File: config.mk
export PLATFORM = sky130hd
export DESIGN_NAME = loop_consensus_vote_unit_flat
export DESIGN_NICKNAME = d
export VERILOG_FILES = /design/src/rtl/lcv_pkg.sv /design/src/rtl/lcv_chan_if.sv /design/src/rtl/lcv_ctrl.sv /design/src/rtl/lcv_datapath.sv /design/src/rtl/loop_consensus_vote_unit.sv /design/src/flat_wrapper.sv
export SDC_FILE = /design/constraint.sdc
export NUM_CORES = 1
export LEC_CHECK = 0
export BUFFER_PORTS_ARGS = -buffer_cell sky130_fd_sc_hd__buf_2
export CORE_MARGIN = 2
export CORE_UTILIZATION = 43
export CTS_CLUSTER_DIAMETER = 200
export DETAILED_ROUTE_END_ITERATION = 8
export GPL_TIMING_DRIVEN = 0
export PLACE_DENSITY = 0.6
export SYNTH_ARGS = -nofsm -noshare
export SYNTH_HDL_FRONTEND = slang
export SYNTH_SLANG_ARGS = --single-unit
File: constraint.sdc
create_clock -name clock -period 9.5 [get_ports clock]
set_input_delay 1.425 -clock clock [delete_from_list [all_inputs] [get_ports clock]]
set_output_delay 1.425 -clock clock [all_outputs]
set_load 0.01 [all_outputs]
File: src/rtl/lcv_pkg.sv
`timescale 1ns / 1ps
// ----------------------------------------------------------------------------
// lcv_pkg
// Shared constants, codes and control types of the loop consensus vote unit.
// ----------------------------------------------------------------------------
package lcv_pkg;

   localparam int MAX_PAIRS = 16;
   localparam int IDX_W     = $clog2(MAX_PAIRS);
   localparam int CNT_W     = $clog2(MAX_PAIRS + 1);
   localparam int STEP_W    = $clog2(MAX_PAIRS + 2);

   localparam int RES_W     = 16;
   localparam int KEY_W     = 17;
   localparam int SUM_W     = 18;
   localparam int CNT_OUT_W = 5;
   localparam int CSR_W     = 16;
   localparam int CSR_IDX_W = 1;

   localparam logic [CSR_IDX_W-1:0] CSR_DISTANCE = 1'd0;
   localparam logic [CSR_IDX_W-1:0] CSR_ANGLE    = 1'd1;

   localparam logic [CSR_W-1:0] DISTANCE_RESET = 16'd1000;
   localparam logic [CSR_W-1:0] ANGLE_RESET    = 16'd175;

   localparam logic [1:0] DEC_COMMIT = 2'd0;
   localparam logic [1:0] DEC_DEFER  = 2'd1;
   localparam logic [1:0] DEC_REJECT = 2'd2;

   localparam logic [2:0] RSN_CONSENSUS     = 3'd0;
   localparam logic [2:0] RSN_CONTRADICTION = 3'd1;
   localparam logic [2:0] RSN_INSUFFICIENT  = 3'd2;
   localparam logic [2:0] RSN_UNSTABLE      = 3'd3;
   localparam logic [2:0] RSN_WEAK          = 3'd4;

   typedef struct packed {
      logic             req_ready;
      logic [IDX_W-1:0] rd_addr;
      logic             clear_acc;
      logic             take_cand;
      logic             compare;
      logic             finish_cand;
      logic             pass;
      logic             latch_med;
      logic             latch_mad;
      logic             load_out;
   } lcv_cmd_type;

   typedef struct packed {
      logic             last_fire;
      logic [CNT_W-1:0] fill;
      logic             out_busy;
   } lcv_status_type;

endpackage

File: src/rtl/lcv_chan_if.sv
`timescale 1ns / 1ps
// ----------------------------------------------------------------------------
// lcv_req_if / lcv_rsp_if
// Valid/ready channels for pair records and verdicts.
// ----------------------------------------------------------------------------
interface lcv_req_if;
   logic        valid;
   logic        ready;
   logic        pair_valid;
   logic        pair_converged;
   logic        deltas_finite;
   logic signed [4:0] pair_offset;
   logic [15:0] translation_residual;
   logic [15:0] rotation_residual;
   logic        last_pair;

   modport source (output valid, pair_valid, pair_converged, deltas_finite, pair_offset,
                   translation_residual, rotation_residual, last_pair, input ready);
   modport sink (input valid, pair_valid, pair_converged, deltas_finite, pair_offset,
                 translation_residual, rotation_residual, last_pair, output ready);
endinterface

interface lcv_rsp_if;
   logic        valid;
   logic        ready;
   logic [1:0]  decision;
   logic [2:0]  reason_code;
   logic [4:0]  valid_count;
   logic [4:0]  left_count;
   logic [4:0]  right_count;
   logic [4:0]  conflict_count;
   logic [16:0] median_translation;
   logic [16:0] median_rotation;
   logic [17:0] spread_translation;
   logic [17:0] spread_rotation;
   logic        stats_valid;

   modport source (output valid, decision, reason_code, valid_count, left_count, right_count,
                   conflict_count, median_translation, median_rotation,
                   spread_translation, spread_rotation, stats_valid, input ready);
   modport sink (input valid, decision, reason_code, valid_count, left_count, right_count,
                 conflict_count, median_translation, median_rotation,
                 spread_translation, spread_rotation, stats_valid, output ready);
endinterface

File: src/rtl/lcv_ctrl.sv
`timescale 1ns / 1ps
// ----------------------------------------------------------------------------
// lcv_ctrl
// Sequencer: record loading, two rank-count passes, verdict hand-off.
// ----------------------------------------------------------------------------
module lcv_ctrl (
   input  logic                   clock,
   input  logic                   reset,
   input  lcv_pkg::lcv_status_type status,
   output lcv_pkg::lcv_cmd_type    cmd
);
   import lcv_pkg::*;

   typedef enum logic [2:0] {ST_IDLE, ST_START, ST_SCAN, ST_MID, ST_FIN} state_type;

   state_type         state_ff;
   logic [IDX_W-1:0]  cand_ff;
   logic [STEP_W-1:0] step_ff;
   logic              pass_ff;

   always_comb begin
      cmd             = '0;
      cmd.req_ready   = (state_ff == ST_IDLE);
      cmd.pass        = pass_ff;
      cmd.rd_addr     = (step_ff == '0) ? cand_ff : IDX_W'(step_ff - 1'b1);
      if (state_ff == ST_SCAN) begin
         cmd.clear_acc   = (step_ff == '0);
         cmd.take_cand   = (step_ff == STEP_W'(1));
         cmd.compare     = (step_ff >= STEP_W'(2)) && (step_ff <= status.fill);
         cmd.finish_cand = (step_ff == status.fill + 1'b1);
      end
      cmd.latch_med = (state_ff == ST_MID) && !pass_ff;
      cmd.latch_mad = (state_ff == ST_MID) && pass_ff;
      cmd.load_out  = (state_ff == ST_FIN) && !status.out_busy;
   end

   always_ff @(posedge clock) begin
      if (reset) begin
         state_ff <= ST_IDLE;
         cand_ff  <= '0;
         step_ff  <= '0;
         pass_ff  <= 1'b0;
      end else begin
         case (state_ff)
            ST_IDLE: begin
               if (status.last_fire) begin
                  state_ff <= ST_START;
               end
            end
            ST_START: begin
               cand_ff <= '0;
               step_ff <= '0;
               pass_ff <= 1'b0;
               state_ff <= (status.fill == '0) ? ST_FIN : ST_SCAN;
            end
            ST_SCAN: begin
               if (step_ff == status.fill + 1'b1) begin
                  step_ff <= '0;
                  if (CNT_W'(cand_ff) + 1'b1 == status.fill) begin
                     cand_ff  <= '0;
                     state_ff <= ST_MID;
                  end else begin
                     cand_ff <= cand_ff + 1'b1;
                  end
               end else begin
                  step_ff <= step_ff + 1'b1;
               end
            end
            ST_MID: begin
               if (!pass_ff) begin
                  pass_ff  <= 1'b1;
                  state_ff <= ST_SCAN;
               end else begin
                  state_ff <= ST_FIN;
               end
            end
            ST_FIN: begin
               if (!status.out_busy) begin
                  state_ff <= ST_IDLE;
               end
            end
            default: state_ff <= ST_IDLE;
         endcase
      end
   end

endmodule

File: src/rtl/lcv_datapath.sv
`timescale 1ns / 1ps
// ----------------------------------------------------------------------------
// lcv_datapath
// Tallies, residual stores, rank-count selection, verdict register.
// ----------------------------------------------------------------------------
module lcv_datapath (
   input  logic                       clock,
   input  logic                       reset,
   lcv_req_if.sink                    req_port,
   lcv_rsp_if.source                  rsp_port,
   input  logic                       csr_we,
   input  logic [lcv_pkg::CSR_IDX_W-1:0] csr_index,
   input  logic [lcv_pkg::CSR_W-1:0]  csr_wdata,
   input  lcv_pkg::lcv_cmd_type       cmd,
   output lcv_pkg::lcv_status_type    status
);
   import lcv_pkg::*;

   function automatic logic [KEY_W-1:0] make_key(input logic [RES_W-1:0] x,
                                                 input logic [KEY_W-1:0] m,
                                                 input logic            dev);
      logic [KEY_W-1:0] d;
      d = {x, 1'b0};
      if (!dev) return d;
      return (d >= m) ? d - m : m - d;
   endfunction

   logic [CSR_W-1:0] dist_ff, angle_ff;
   logic [CNT_W-1:0] fill_ff, valid_ff, left_ff, right_ff, contra_ff, support_ff;

   logic [RES_W-1:0] mem_t [MAX_PAIRS];
   logic [RES_W-1:0] mem_r [MAX_PAIRS];
   logic [RES_W-1:0] rd_ff   [2];
   logic [KEY_W-1:0] cand_ff [2];
   logic [CNT_W-1:0] less_ff [2];
   logic [CNT_W-1:0] leq_ff  [2];
   logic [KEY_W-1:0] lo_ff   [2];
   logic [KEY_W-1:0] hi_ff   [2];
   logic [KEY_W-1:0] med_ff  [2];
   logic [SUM_W-1:0] mad_ff  [2];

   logic [KEY_W-1:0] key     [2];
   logic             lt      [2];
   logic             le      [2];
   logic [CNT_W-1:0] less_in [2];
   logic [CNT_W-1:0] leq_in  [2];
   logic [SUM_W-1:0] sum     [2];

   logic accept, taken, good, wr, stats;
   logic [CNT_W-1:0] klo, khi;
   logic enough, sides, tight, stable;
   logic [1:0] dec_in;
   logic [2:0] rsn_in;
   logic rsp_valid_ff;

   assign accept = req_port.valid && cmd.req_ready;
   assign taken  = req_port.pair_valid && (int'(valid_ff) < MAX_PAIRS);
   assign good   = req_port.pair_converged && req_port.deltas_finite;
   assign wr     = accept && taken && good && (int'(fill_ff) < MAX_PAIRS);
   assign req_port.ready = cmd.req_ready;

   assign status.last_fire = accept && req_port.last_pair;
   assign status.fill      = fill_ff;
   assign status.out_busy  = rsp_valid_ff && !rsp_port.ready;

   assign klo = (fill_ff - 1'b1) >> 1;
   assign khi = fill_ff >> 1;

   always_comb begin
      for (int l = 0; l < 2; l++) begin
         key[l]     = make_key(rd_ff[l], med_ff[l], cmd.pass);
         lt[l]      = key[l] < cand_ff[l];
         le[l]      = key[l] <= cand_ff[l];
         less_in[l] = less_ff[l] + CNT_W'(lt[l]);
         leq_in[l]  = leq_ff[l] + CNT_W'(le[l]);
         sum[l]     = SUM_W'(lo_ff[l]) + SUM_W'(hi_ff[l]);
      end
   end

   always_ff @(posedge clock) begin
      if (reset) begin
         dist_ff  <= DISTANCE_RESET;
         angle_ff <= ANGLE_RESET;
      end else if (csr_we) begin
         case (csr_index)
            CSR_DISTANCE: dist_ff  <= csr_wdata;
            CSR_ANGLE:    angle_ff <= csr_wdata;
            default: ;
         endcase
      end
   end

   always_ff @(posedge clock) begin
      if (reset || cmd.load_out) begin
         fill_ff    <= '0;
         valid_ff   <= '0;
         left_ff    <= '0;
         right_ff   <= '0;
         contra_ff  <= '0;
         support_ff <= '0;
      end else if (accept && taken) begin
         valid_ff <= valid_ff + 1'b1;
         if (req_port.pair_offset < 0) begin
            left_ff <= left_ff + 1'b1;
         end else if (req_port.pair_offset != 0) begin
            right_ff <= right_ff + 1'b1;
         end
         if (!good) begin
            contra_ff <= contra_ff + 1'b1;
         end else begin
            if (wr) fill_ff <= fill_ff + 1'b1;
            if ({1'b0, req_port.translation_residual} <= {dist_ff, 1'b0} &&
                {1'b0, req_port.rotation_residual} <= {angle_ff, 1'b0}) begin
               support_ff <= support_ff + 1'b1;
            end
            if ({2'b0, req_port.translation_residual} > {dist_ff, 2'b0} ||
                {2'b0, req_port.rotation_residual} > {angle_ff, 2'b0}) begin
               contra_ff <= contra_ff + 1'b1;
            end
         end
      end
   end

   always_ff @(posedge clock) begin
      if (wr) begin
         mem_t[fill_ff[IDX_W-1:0]] <= req_port.translation_residual;
         mem_r[fill_ff[IDX_W-1:0]] <= req_port.rotation_residual;
      end
      rd_ff[0] <= mem_t[cmd.rd_addr];
      rd_ff[1] <= mem_r[cmd.rd_addr];
   end

   always_ff @(posedge clock) begin
      for (int l = 0; l < 2; l++) begin
         if (cmd.take_cand) cand_ff[l] <= key[l];
         if (cmd.clear_acc) begin
            less_ff[l] <= '0;
            leq_ff[l]  <= '0;
         end else if (cmd.compare) begin
            less_ff[l] <= less_in[l];
            leq_ff[l]  <= leq_in[l];
         end
         if (cmd.finish_cand) begin
            if (less_in[l] <= klo && klo < leq_in[l]) lo_ff[l] <= cand_ff[l];
            if (less_in[l] <= khi && khi < leq_in[l]) hi_ff[l] <= cand_ff[l];
         end
         if (cmd.latch_med) med_ff[l] <= sum[l][KEY_W:1];
         if (cmd.latch_mad) mad_ff[l] <= sum[l];
      end
   end

   assign stats  = (fill_ff != '0);
   assign enough = int'(valid_ff) >= 4;
   assign sides  = (left_ff != '0) || (right_ff != '0);
   assign tight  = stats && ({1'b0, med_ff[0]} <= {dist_ff, 2'b0}) &&
                   ({1'b0, med_ff[1]} <= {angle_ff, 2'b0});
   assign stable = !stats || ((mad_ff[0] <= {dist_ff, 2'b0}) &&
                              (mad_ff[1] <= {angle_ff, 2'b0}));

   always_comb begin
      if (enough && int'(contra_ff) > (int'(valid_ff) >> 1)) begin
         dec_in = DEC_REJECT;
         rsn_in = RSN_CONTRADICTION;
      end else if (enough && sides && int'(support_ff) >= ((3 * int'(valid_ff) + 3) >> 2) &&
                   tight && stable && contra_ff == '0) begin
         dec_in = DEC_COMMIT;
         rsn_in = RSN_CONSENSUS;
      end else begin
         dec_in = DEC_DEFER;
         if (!enough)              rsn_in = RSN_INSUFFICIENT;
         else if (contra_ff != '0) rsn_in = RSN_UNSTABLE;
         else                      rsn_in = RSN_WEAK;
      end
   end

   always_ff @(posedge clock) begin
      if (reset) begin
         rsp_valid_ff <= 1'b0;
      end else if (cmd.load_out) begin
         rsp_valid_ff <= 1'b1;
      end else if (rsp_port.ready) begin
         rsp_valid_ff <= 1'b0;
      end
   end

   always_ff @(posedge clock) begin
      if (cmd.load_out) begin
         rsp_port.decision            <= dec_in;
         rsp_port.reason_code         <= rsn_in;
         rsp_port.valid_count         <= CNT_OUT_W'(valid_ff);
         rsp_port.left_count          <= CNT_OUT_W'(left_ff);
         rsp_port.right_count         <= CNT_OUT_W'(right_ff);
         rsp_port.conflict_count      <= CNT_OUT_W'(contra_ff);
         rsp_port.median_translation  <= stats ? med_ff[0] : '0;
         rsp_port.median_rotation     <= stats ? med_ff[1] : '0;
         rsp_port.spread_translation  <= stats ? mad_ff[0] : '0;
         rsp_port.spread_rotation     <= stats ? mad_ff[1] : '0;
         rsp_port.stats_valid         <= stats;
      end
   end

   assign rsp_port.valid = rsp_valid_ff;

endmodule

File: src/rtl/loop_consensus_vote_unit.sv
`timescale 1ns / 1ps
// ----------------------------------------------------------------------------
// loop_consensus_vote_unit
// Neighbor-pair consensus vote for a loop closure candidate.
// ----------------------------------------------------------------------------
// A pair record is taken whenever the unit is idle. The record flagged last_pair
// closes the set: the verdict beat then follows from two rank-count passes
// (median, then deviation; skipped with no measured pair) that walk the residual
// stores through a single read port. No record is taken until the verdict is
// loaded. The next set can load while the verdict waits on rsp_port; a second
// verdict stalls until the first one has been taken.
module loop_consensus_vote_unit (
   input  logic                          clock,
   input  logic                          reset,
   lcv_req_if.sink                       req_port,
   lcv_rsp_if.source                     rsp_port,
   input  logic                          csr_we,
   input  logic [lcv_pkg::CSR_IDX_W-1:0] csr_index,
   input  logic [lcv_pkg::CSR_W-1:0]     csr_wdata
);
   import lcv_pkg::*;

   lcv_cmd_type    cmd;
   lcv_status_type status;

   lcv_ctrl u_ctrl (
      .clock  (clock),
      .reset  (reset),
      .status (status),
      .cmd    (cmd)
   );

   lcv_datapath u_datapath (
      .clock     (clock),
      .reset     (reset),
      .req_port  (req_port),
      .rsp_port  (rsp_port),
      .csr_we    (csr_we),
      .csr_index (csr_index),
      .csr_wdata (csr_wdata),
      .cmd       (cmd),
      .status    (status)
   );

endmodule

File: src/flat_wrapper.sv
// flat-port wrapper written by rule: the top's interface ports become plain ports
module loop_consensus_vote_unit_flat import lcv_pkg::*;
  (clock, reset, csr_we, csr_index, csr_wdata, req_port_valid, req_port_pair_valid, req_port_pair_converged, req_port_deltas_finite, req_port_pair_offset, req_port_translation_residual, req_port_rotation_residual, req_port_last_pair, req_port_ready, rsp_port_valid, rsp_port_decision, rsp_port_reason_code, rsp_port_valid_count, rsp_port_left_count, rsp_port_right_count, rsp_port_conflict_count, rsp_port_median_translation, rsp_port_median_rotation, rsp_port_spread_translation, rsp_port_spread_rotation, rsp_port_stats_valid, rsp_port_ready);
  lcv_req_if req_port_i ();
  lcv_rsp_if rsp_port_i ();
  input  logic clock;
  input  logic reset;
  input  logic csr_we;
  input  logic [lcv_pkg::CSR_IDX_W-1:0] csr_index;
  input  logic [lcv_pkg::CSR_W-1:0] csr_wdata;
  input wire logic [$bits(req_port_i.valid)-1:0] req_port_valid;
  input wire logic [$bits(req_port_i.pair_valid)-1:0] req_port_pair_valid;
  input wire logic [$bits(req_port_i.pair_converged)-1:0] req_port_pair_converged;
  input wire logic [$bits(req_port_i.deltas_finite)-1:0] req_port_deltas_finite;
  input wire logic [$bits(req_port_i.pair_offset)-1:0] req_port_pair_offset;
  input wire logic [$bits(req_port_i.translation_residual)-1:0] req_port_translation_residual;
  input wire logic [$bits(req_port_i.rotation_residual)-1:0] req_port_rotation_residual;
  input wire logic [$bits(req_port_i.last_pair)-1:0] req_port_last_pair;
  output wire logic [$bits(req_port_i.ready)-1:0] req_port_ready;
  output wire logic [$bits(rsp_port_i.valid)-1:0] rsp_port_valid;
  output wire logic [$bits(rsp_port_i.decision)-1:0] rsp_port_decision;
  output wire logic [$bits(rsp_port_i.reason_code)-1:0] rsp_port_reason_code;
  output wire logic [$bits(rsp_port_i.valid_count)-1:0] rsp_port_valid_count;
  output wire logic [$bits(rsp_port_i.left_count)-1:0] rsp_port_left_count;
  output wire logic [$bits(rsp_port_i.right_count)-1:0] rsp_port_right_count;
  output wire logic [$bits(rsp_port_i.conflict_count)-1:0] rsp_port_conflict_count;
  output wire logic [$bits(rsp_port_i.median_translation)-1:0] rsp_port_median_translation;
  output wire logic [$bits(rsp_port_i.median_rotation)-1:0] rsp_port_median_rotation;
  output wire logic [$bits(rsp_port_i.spread_translation)-1:0] rsp_port_spread_translation;
  output wire logic [$bits(rsp_port_i.spread_rotation)-1:0] rsp_port_spread_rotation;
  output wire logic [$bits(rsp_port_i.stats_valid)-1:0] rsp_port_stats_valid;
  input wire logic [$bits(rsp_port_i.ready)-1:0] rsp_port_ready;
  assign req_port_i.valid = req_port_valid;
  assign req_port_i.pair_valid = req_port_pair_valid;
  assign req_port_i.pair_converged = req_port_pair_converged;
  assign req_port_i.deltas_finite = req_port_deltas_finite;
  assign req_port_i.pair_offset = req_port_pair_offset;
  assign req_port_i.translation_residual = req_port_translation_residual;
  assign req_port_i.rotation_residual = req_port_rotation_residual;
  assign req_port_i.last_pair = req_port_last_pair;
  assign req_port_ready = req_port_i.ready;
  assign rsp_port_valid = rsp_port_i.valid;
  assign rsp_port_decision = rsp_port_i.decision;
  assign rsp_port_reason_code = rsp_port_i.reason_code;
  assign rsp_port_valid_count = rsp_port_i.valid_count;
  assign rsp_port_left_count = rsp_port_i.left_count;
  assign rsp_port_right_count = rsp_port_i.right_count;
  assign rsp_port_conflict_count = rsp_port_i.conflict_count;
  assign rsp_port_median_translation = rsp_port_i.median_translation;
  assign rsp_port_median_rotation = rsp_port_i.median_rotation;
  assign rsp_port_spread_translation = rsp_port_i.spread_translation;
  assign rsp_port_spread_rotation = rsp_port_i.spread_rotation;
  assign rsp_port_stats_valid = rsp_port_i.stats_valid;
  assign rsp_port_i.ready = rsp_port_ready;
  loop_consensus_vote_unit u_core (.clock(clock), .reset(reset), .req_port(req_port_i), .rsp_port(rsp_port_i), .csr_we(csr_we), .csr_index(csr_index), .csr_wdata(csr_wdata));
endmodule
## Word level (Yosys, flattened, before mapping)

Memories as Yosys holds them, arrays and structs flattened.
Index checks and enable logic that the tools add are counted.

- Add/subtract/negate cells: 22
- Multipliers: 1
- Magnitude comparators: 30
- Eq/ne operators: 12
- Muxes and demuxes: 56
- Bitwise gates (word level): 7
- Reductions and logical operators: 57

Operators with widths:

| operator | count |
|---|---|
| 17-bit two-way mux | 4 |
| 17-bit subtractor | 4 |
| 17-bit by 17-bit adder with 18-bit output | 2 |
| 16-bit by 18-bit greater-than comparator with 1-bit output | 2 |
| 17-bit by 18-bit less-or-equal comparator with 1-bit output | 2 |
| 18-bit less-or-equal comparator | 2 |
| 5-bit by 1-bit adder with 5-bit output, second input constant | 7 |
| 5-bit two-way mux | 7 |
| 17-bit greater-or-equal comparator | 2 |
| 16-bit by 17-bit less-or-equal comparator with 1-bit output | 2 |
| 17-bit less-or-equal comparator | 2 |
| 17-bit < comparator | 2 |
| 32-bit nonzero test | 1 |
| 1-bit two-way mux | 29 |
| 1-bit logical AND | 26 |
| 3-bit two-way mux | 7 |
| 5-bit by 1-bit adder with 5-bit output | 4 |
| 5-bit by 4-bit less-or-equal comparator with 1-bit output | 4 |
| 4-bit by 5-bit < comparator with 1-bit output | 4 |
| 5-bit nonzero test | 4 |
| 4-bit two-way mux | 4 |
| 5-bit logical NOT | 3 |
| 3-bit case mux with 5 select lines | 1 |
| 5-bit == test | 2 |
| other kinds (34) | 58 |

- Flip-flop bits (word level): 172
- RAM bits: 736
- Memories kept: 10

Memories:

| memory | words | bits a word | rd ports | clocked after Yosys merged registers in | wr ports | RTL line | RTL |
|---|---|---|---|---|---|---|---|
| u_core.u_datapath.mem_r | 16 | 16 | 1 | 0 | 1 | lcv_datapath.sv:32 | `logic [RES_W-1:0] mem_r [MAX_PAIRS];` |
| u_core.u_datapath.mem_t | 16 | 16 | 1 | 0 | 1 | lcv_datapath.sv:31 | `logic [RES_W-1:0] mem_t [MAX_PAIRS];` |
| u_core.u_datapath.mad_ff | 2 | 18 | 2 | 0 | 2 | lcv_datapath.sv:40 | `logic [SUM_W-1:0] mad_ff [2];` |
| u_core.u_datapath.cand_ff | 2 | 17 | 2 | 0 | 2 | lcv_datapath.sv:34 | `logic [KEY_W-1:0] cand_ff [2];` |
| u_core.u_datapath.hi_ff | 2 | 17 | 2 | 0 | 2 | lcv_datapath.sv:38 | `logic [KEY_W-1:0] hi_ff [2];` |
| u_core.u_datapath.lo_ff | 2 | 17 | 2 | 0 | 2 | lcv_datapath.sv:37 | `logic [KEY_W-1:0] lo_ff [2];` |
| +4 memories | - | - | - | - | - | - |  |

## Longest topological paths before layout

Gate-level depths: netlist of the first run.
An unclocked memory read counts as a cell.

- Depth after elaboration: 11
- Mapped depth: 31

## Cells and area by module

From an unflattened synthesis of the first run, not the netlist that was laid out.

- Cell total of the unflattened synthesis: 2,968
- Area total of the unflattened synthesis: 42,809.8 µm²

By module, submodules not included:

| module | instances | cells each | area each (µm²) |
|---|---|---|---|
| lcv_datapath | 1 | 2,813 | 41,589.9 |
| lcv_ctrl | 1 | 155 | 1,219.9 |

## Least setup slack after synthesis of the first run

OpenSTA, ideal clock, no wires.

- Path kind: register to register
- From: memory u_core.u_datapath.med_ff[0][3]
- To: memory u_core.u_datapath.hi_ff[0][0], enable pin
- Setup time: 0.485 ns
- Arrival: 7.755 ns
- Slack: 1.260 ns
- Cell stages (with the launch flop): 32
- Path through: edfxtp_1 > inv_1 > ha_1 > clkbuf_2 > o21ai_1 > a21oi_1 > o21ai_1 > o211a_1 > o21a_1 > buf_2 > buf_6 > nor2_1 > a21oi_1 > mux2_2 > ha_1 > nor2b_1 > o21a_1 > o21a_1 > o21a_1 > o21a_1 > o21a_1 > o21a_1 > o21ai_0 > ha_1 > ha_1 > ha_1 > nor2b_1 > o21ai_0 > nand2b_1 > a21oi_1 > a41oi_1 > a2111oi_0

RTL lines:

| element | RTL line | RTL |
|---|---|---|
| from (decl) | lcv_datapath.sv:39 | `logic [KEY_W-1:0] med_ff [2];` |
| to (decl) | lcv_datapath.sv:38 |  |

==> reports/metrics.cfg, run 1 <==
[timing]
rsz0062_at_grt=no
setup_viol=0
hold_ws_ns=0.455
clock_skew_ns=0.0331
relSlewSlack_pct=23.0
maxSlewViolCount=0
fmax_ghz=0.128
tightest_slew_ns=1.15
hold_viol=0
timing.final.crit_period_ns=7.84
fin_crit_sh_pct=82.5

[yosys]
syn_area_sq_um=43100
synth-edff-count=800
syn_inst=3090
synth-seq-area-share_pct=60.8
ys_async_sr_fraction_pct=0
synth_warnings=0
syn-mean-instance-area_sq_um=13.9
synthTopCellsByArea=edfxtp_1 (56%), ha_1 (9.4%), mux4_2 (6.7%), dfxtp_1 (5.0%), a21oi_1 (2.4%)
ys_types=80
synth_flop_cell=edfxtp_1
synth.largest_area_cell=edfxtp_1
yosysTopAreaCellShare_pct=55.8
synth_nets=3483
ys_ff_latch=908

[floorplanning]
fp.dieH_um=321
num_io_pins=161
row_count=116
die-area_sq_um=103000
initial_core_util_pct=43.2
core_sq_um=99700
die_w_um=321

[power]
clkPwrFrac_pct=43.4
p_comb_share_pct=4.7
vdd_drop_max_mv=0.116
power_density_nw_per_um2=171
p_int_mw=6.56
netSwitchingPower_mw=1.88
leakage_nw=18.3
seqPwrFrac_pct=51.9
p_sw_share_pct=22.3

[worst_hold_path]
hold_class=flip-flop to flip-flop

[placement]
place.gp.congestion=0.924
port_buffers=159
postPlaceCellArea_sq_um=46200
dp_hpwl_mm=80.2

[setup_path]
worstSetupPathType=flip-flop to flip-flop
start_kind=flip-flop
slowest_delay_ns=0.83
cp.required_ns=9.78
arrival_ns=8.12
critPathTopFamily=compound AO/OA/AOI/OAI gates
critPathMaxFanout=17
cp-end-kind=flip-flop
crit_top_cell=a21oi_1
crit_slowest_cell=and3_1
critPathBufInv=4

[cts]
clock-sinks=908
post_cts_buffers=0
cts.clk_slew.worst_paths_ns=0.06
cts.repair.resized=0
cts_tree=done
root_buffer=clkbuf_16
cts_made_buffers=97
cts_hold_buffers=0
clock_path_buffers=3
h-tree-depth=3
clock_latency_ns=0.68

[cells_and_area]
postLayoutCellArea_sq_um=49200
antenna_cells=0
syn2layout_area_growth_pct=14.3
fillers=8586
final_net_count=3773
drive_gt1_share_pct=16.1

[routing]
wl_mm=108
routed_via_density=5.47
drc_errors=0
vias=26000
drt_iter0_drc=2179
ant_nets=0
dr.pass1.iters=5
routedWlPerCell_um=22.7

[global_routing]
grt.total_usage_pct=21.1
grt_overflow=0
grt_first_pass_wirelength_mm=161
grt_pass1_vias=25700
grt_max_degree=51
antenna_found_initial=4

[status]
outcome=finished clean

[job]
cap_violations=0

==> power groups by stage <==
stage | combinational (mW) | sequential [mW] | clock (mW)
2_1_floorplan | 0.215 | 4.47 | 0
3_3_place_gp | 0.382 | 4.47 | 0
3_5_place_dp | 0.392 | 4.47 | 0
4_1_cts | 0.394 | 4.38 | 3.75
5_1_grt | 0.437 | 4.38 | 3.91
6_report | 0.393 | 4.38 | 3.67
==> cells in the mapped netlist, types with 7 or more instances <==
| cell | n |
|---|---|
| nand2b_1 | 30 |
| ha_1 | 324 |
| nand4_1 | 49 |
| edfxtp_1 | 800 |
| nand2_1 | 158 |
| nor2b_1 | 64 |
| a211oi_1 | 38 |
| or4_1 | 7 |
| a21o_1 | 69 |
| buf_4 | 7 |
| dfxtp_1 | 108 |
| mux2i_1 | 62 |
| o21ai_0 | 74 |
| nor3_1 | 34 |
| o21ai_1 | 8 |
| and2_1 | 49 |
| inv_1 | 204 |
| o21a_1 | 31 |
| mux4_2 | 128 |
| xor2_1 | 31 |
| o211ai_1 | 11 |
| nand3_1 | 38 |
| nand3b_1 | 11 |
| a211o_1 | 9 |
| nor2_1 | 203 |
| a21oi_1 | 209 |
| buf_2 | 32 |
| o21bai_1 | 12 |
| or3_1 | 17 |
| clkbuf_1 | 49 |
| buf_6 | 12 |
| xnor2_1 | 63 |
| and3_1 | 17 |
| o31ai_1 | 7 |
==> metrics by stage <==
stage,total power [mW],instances,util [%],setup slack (ns),TNS [ns]
global route,8.73,4758,49.4,1.21,0
floorplan,4.68,3090,-,1.26,0
CTS,8.52,4758,49.4,1.46,0
detailed placement,4.86,4579,46.3,1.53,0
global placement,4.85,4547,45.6,-2.64,-68.43
finish,8.44,4758,49.4,1.66,0
==> cell families (layout without fill, tap and decap cells) <==
group / count (synthesis) / after routing / synth area share, %
compound gates: 543 / 543 / 8.05
xor+xnor: 94 / 94 / 1.91
fa+ha+maj: 332 / 332 / 9.74
buf+inv: 309 / 679 / 3.06
flops: 908 / 908 / 60.8
mux: 197 / 197 / 8.32
simple gates: 707 / 707 / 8.15
==> sequential cells by signal, indices dropped and copies added, names as in the netlist, 10 cells and up <==
| register | flops |
|---|---|
| u_core.u_datapath.mem_r | 256 |
| u_core.u_datapath.rsp_port.spread_translation | 18 |
| u_core.u_datapath.mad_ff | 36 |
| u_core.u_datapath.rsp_port.median_rotation | 17 |
| u_core.u_datapath.med_ff | 34 |
| u_core.u_datapath.rsp_port.median_translation | 17 |
| u_core.u_datapath.hi_ff | 34 |
| u_core.u_datapath.leq_ff | 10 |
| u_core.u_datapath.cand_ff | 34 |
| u_core.u_datapath.rd_ff | 32 |
| u_core.u_datapath.dist_ff | 16 |
| u_core.u_datapath.rsp_port.spread_rotation | 18 |
| u_core.u_datapath.mem_t | 256 |
| u_core.u_datapath.lo_ff | 34 |
| u_core.u_datapath.angle_ff | 16 |
| u_core.u_datapath.less_ff | 10 |
==> routing by layer <==
metal	share of wire [%]	track usage, %	vias to the layer above
met2	47	33.9	680
li1	-	-	12300
met1	46	29.7	13000
met3	5.4	3.26	138
met5	0.025	0	-
met4	2.4	5.89	4
==> worst paths after layout <==
| path | startpoint | end | slack, ns | cells past startpoint |
|---|---|---|---|---|
| worst min-delay path | u_core.u_datapath.angle_ff[10] | u_core.u_datapath.angle_ff[10] | 0.46 | 2 |
| worst min register to register | u_core.u_datapath.angle_ff[10] | u_core.u_datapath.angle_ff[10] | 0.46 | 2 |
| worst max register to register | u_core.u_datapath.med_ff[0][19] | u_core.u_datapath.lo_ff[0][29] | 1.66 | 29 |
| worst max-delay path | u_core.u_datapath.med_ff[0][19] | u_core.u_datapath.lo_ff[0][29] | 1.66 | 29 |
==> worst min-delay path, delay by kind of cell (launching register included) <==
kind	cells	cell delay, ns
AOI/OAI and AO/OA	1	0.05
DFF	1	0.31
and+or+nand+nor	1	0.05
==> cell usage in the layout, fill, tap and decap left out, types with 12 or more instances in the layout <==
master,count
edfxtp_1,800
ha_1,324
a21oi_1,208
inv_1,204
buf_2,193
nor2_1,188
nand2_1,158
mux4_2,128
dfxtp_1,108
clkbuf_16,97
clkbuf_1,75
o21ai_0,73
a21o_1,69
nor2b_1,64
xnor2_1,63
mux2i_1,62
nand4_1,49
and2_1,49
nand3_1,38
a211oi_1,38
xor2_1,31
nor3_1,31
o21a_1,31
nand2b_1,30
buf_6,19
clkinv_1,18
or3_1,17
and3_1,15
nor2_4,15
buf_12,13
o21bai_1,12
==> cell type report <==
class | instances | area, sq um | share of cell area (%)
Buffer | 105 | 552 | 1.12
Sequential cell | 908 | 26200 | 53.2
Clock inverter | 53 | 518 | 1.05
Inverter | 204 | 766 | 1.56
Tap cell | 1298 | 1620 | 3.30
Multi-Input combinational cell | 1873 | 15700 | 31.9
Timing Repair Buffer | 191 | 1300 | 2.65
Clock buffer | 126 | 2570 | 5.21
(Power assumes the default switching activity.)
==> run 2, diff against run 1 <==
==> constraint.sdc (replaced) <==
create_clock -name clock -period 7.4 [get_ports clock]
set_input_delay 1.11 -clock clock [delete_from_list [all_inputs] [get_ports clock]]
set_output_delay 1.11 -clock clock [all_outputs]
set_load 0.01 [all_outputs]
==> reports/metrics.cfg, run 2 (synthesis results as in run 1) <==
[timing]
rsz0062_at_grt=no
hold_ws_ns=0.460
hold_viol=0
fmax_ghz=0.143
setup_slack_ns=0.417
timing.final.crit_period_ns=6.98
relSlewSlack_pct=16.6
maxSlewViolCount=0
clock_skew_ns=0.0403
fin_crit_sh_pct=94.4
setup_viol=0
tns_ns=0
tightest_slew_ns=1.23

[cells_and_area]
antenna_cells=0
layoutNonFillerInstCount=4765
postLayoutCellArea_sq_um=49500
final_net_count=3778
syn2layout_area_growth_pct=14.9
final_cell_mix=edfxtp_1 (800), ha_1 (324), a21oi_1 (207), inv_1 (204), buf_2 (192)
fillers=8492
utilization_pct=49.7
drive_gt1_share_pct=16.5
layout_commonest_cell=edfxtp_1

[floorplanning]
initial_core_util_pct=43.2
num_io_pins=161
die-area_sq_um=103000
die_w_um=321
row_count=116
core_sq_um=99700
fp.dieH_um=321

[setup_path]
slowest_delay_ns=0.45
critPathMaxFanout=10
critPathTopFamily=compound AO/OA/AOI/OAI gates
critPathBufInv=7
crit_slowest_cell=edfxtp_1
cp-end-kind=flip-flop
r2r_cells=32
timing.rr.end=u_core.u_datapath.hi_ff[0][17]
r2r_slack_ns=0.42
cp.required_ns=7.77
r2r-start=u_core.u_datapath.med_ff[0][20]
arrival_ns=7.35
worstSetupPathType=flip-flop to flip-flop
start_kind=flip-flop

[routing]
drt_iter0_drc=2128
routedWlPerCell_um=23.0
drc_errors=0
ant_nets=0
wl_mm=110
vias=26200
dr.pass1.iters=6
routed_via_density=5.49

[cts]
h-tree-depth=3
clock_latency_ns=0.69
clock_path_buffers=3
clock-sinks=908
cts_made_buffers=96
cts_hold_buffers=0
cts_tree=done
root_buffer=clkbuf_16
cts.clk_slew.worst_paths_ns=0.06

[power]
clkPwrFrac_pct=44.4
vdd_drop_max_mv=0.164
leakage_nw=18.4
power_mw=11.0
p_comb_share_pct=4.6
p_int_mw=8.62
netSwitchingPower_mw=2.41
seqPwrFrac_pct=51.0
power_density_nw_per_um2=223
p_sw_share_pct=21.9

[global_routing]
grt_overflow=0
grt_max_degree=65
grt_first_pass_wirelength_mm=163
antenna_found_initial=7
grt.total_usage_pct=21.3
grt_pass1_vias=25900

[worst_hold_path]
holdPathEnd=u_core.u_datapath.dist_ff[12]
hold_class=flip-flop to flip-flop
hp-start=u_core.u_datapath.dist_ff[12]
hold_depth=2

[placement]
place.gp.congestion=0.936
port_buffers=159
dp_hpwl_mm=80.7
dp_slack_ns=-0.435
place_inst=4580
postPlaceCellArea_sq_um=46200

[status]
outcome=finished clean

[job]
cap_violations=0

## run 2: cell types whose count changed in the layout (fill, tap and decap cells not counted), moves of 3 or more
cell        before  now
buf_4           11   14
clkinv_1        18   23
bufinv_16        5   11
clkbuf_1        75   71
clkinvlp_4       6    3
clkinv_4         7    1
buf_6           19   22
## run 2: metal layers
layer  wire length (um)  track usage, %  part of all wire, %
met1              48400            29.5                   44
met2              51400            34.5                   47
met3               6870            3.62                  6.3
met4               2950            6.72                  2.7
met5                 41               0                0.037
## run 2: how the worst max path moves through the flow
stage                                     from                             end  slack (ns)  cells after the start
3_3_place_gp   u_core.u_datapath.med_ff[0][19]  u_core.u_datapath.hi_ff[0][17]       -3.22                     28
2_1_floorplan  u_core.u_datapath.med_ff[0][31]  u_core.u_datapath.hi_ff[0][17]        0.29                     28
6_report       u_core.u_datapath.med_ff[0][20]  u_core.u_datapath.hi_ff[0][17]        0.42                     32
3_5_place_dp   u_core.u_datapath.med_ff[0][29]  u_core.u_datapath.lo_ff[0][18]       -0.43                     30
4_1_cts        u_core.u_datapath.med_ff[0][19]  u_core.u_datapath.hi_ff[0][19]        0.18                     32
5_1_grt         u_core.u_datapath.med_ff[0][2]   u_core.u_datapath.lo_ff[0][9]        0.01                     28
## run 2: cell type report
class,instances,area [sq um],share of cell area (%)
buffer,105,552,1.11
clock buffer,122,2550,5.15
clock inverter,58,692,1.40
inverter,204,766,1.55
multi-input combinational,1873,15800,31.9
sequential,908,26200,52.9
tap,1298,1620,3.28
timing repair buffer,197,1370,2.76
## run 2: power groups by stage
stage               logic (mW)  registers, mW  clock network, mW
floorplan                0.277           5.74                  0
finish                   0.504           5.63               4.90
CTS                      0.504           5.62               5.00
global placement         0.489           5.74                  0
global route             0.561           5.63               5.21
detailed placement       0.501           5.73                  0
## run 2: worst min-delay path: cells and delay by family, from the launching register on
| family | cells | cell delay [ns] |
|---|---|---|
| compound gates | 1 | 0.05 |
| simple gates | 1 | 0.05 |
| flops | 1 | 0.31 |
## run 2: repair_timing
action | 4_1_cts | 5_1_grt
buffers inserted | 1 | 4
pin swaps | 1 | 2
gates resized for setup | 2 | 6
setup endpoints to repair | 31 | 65
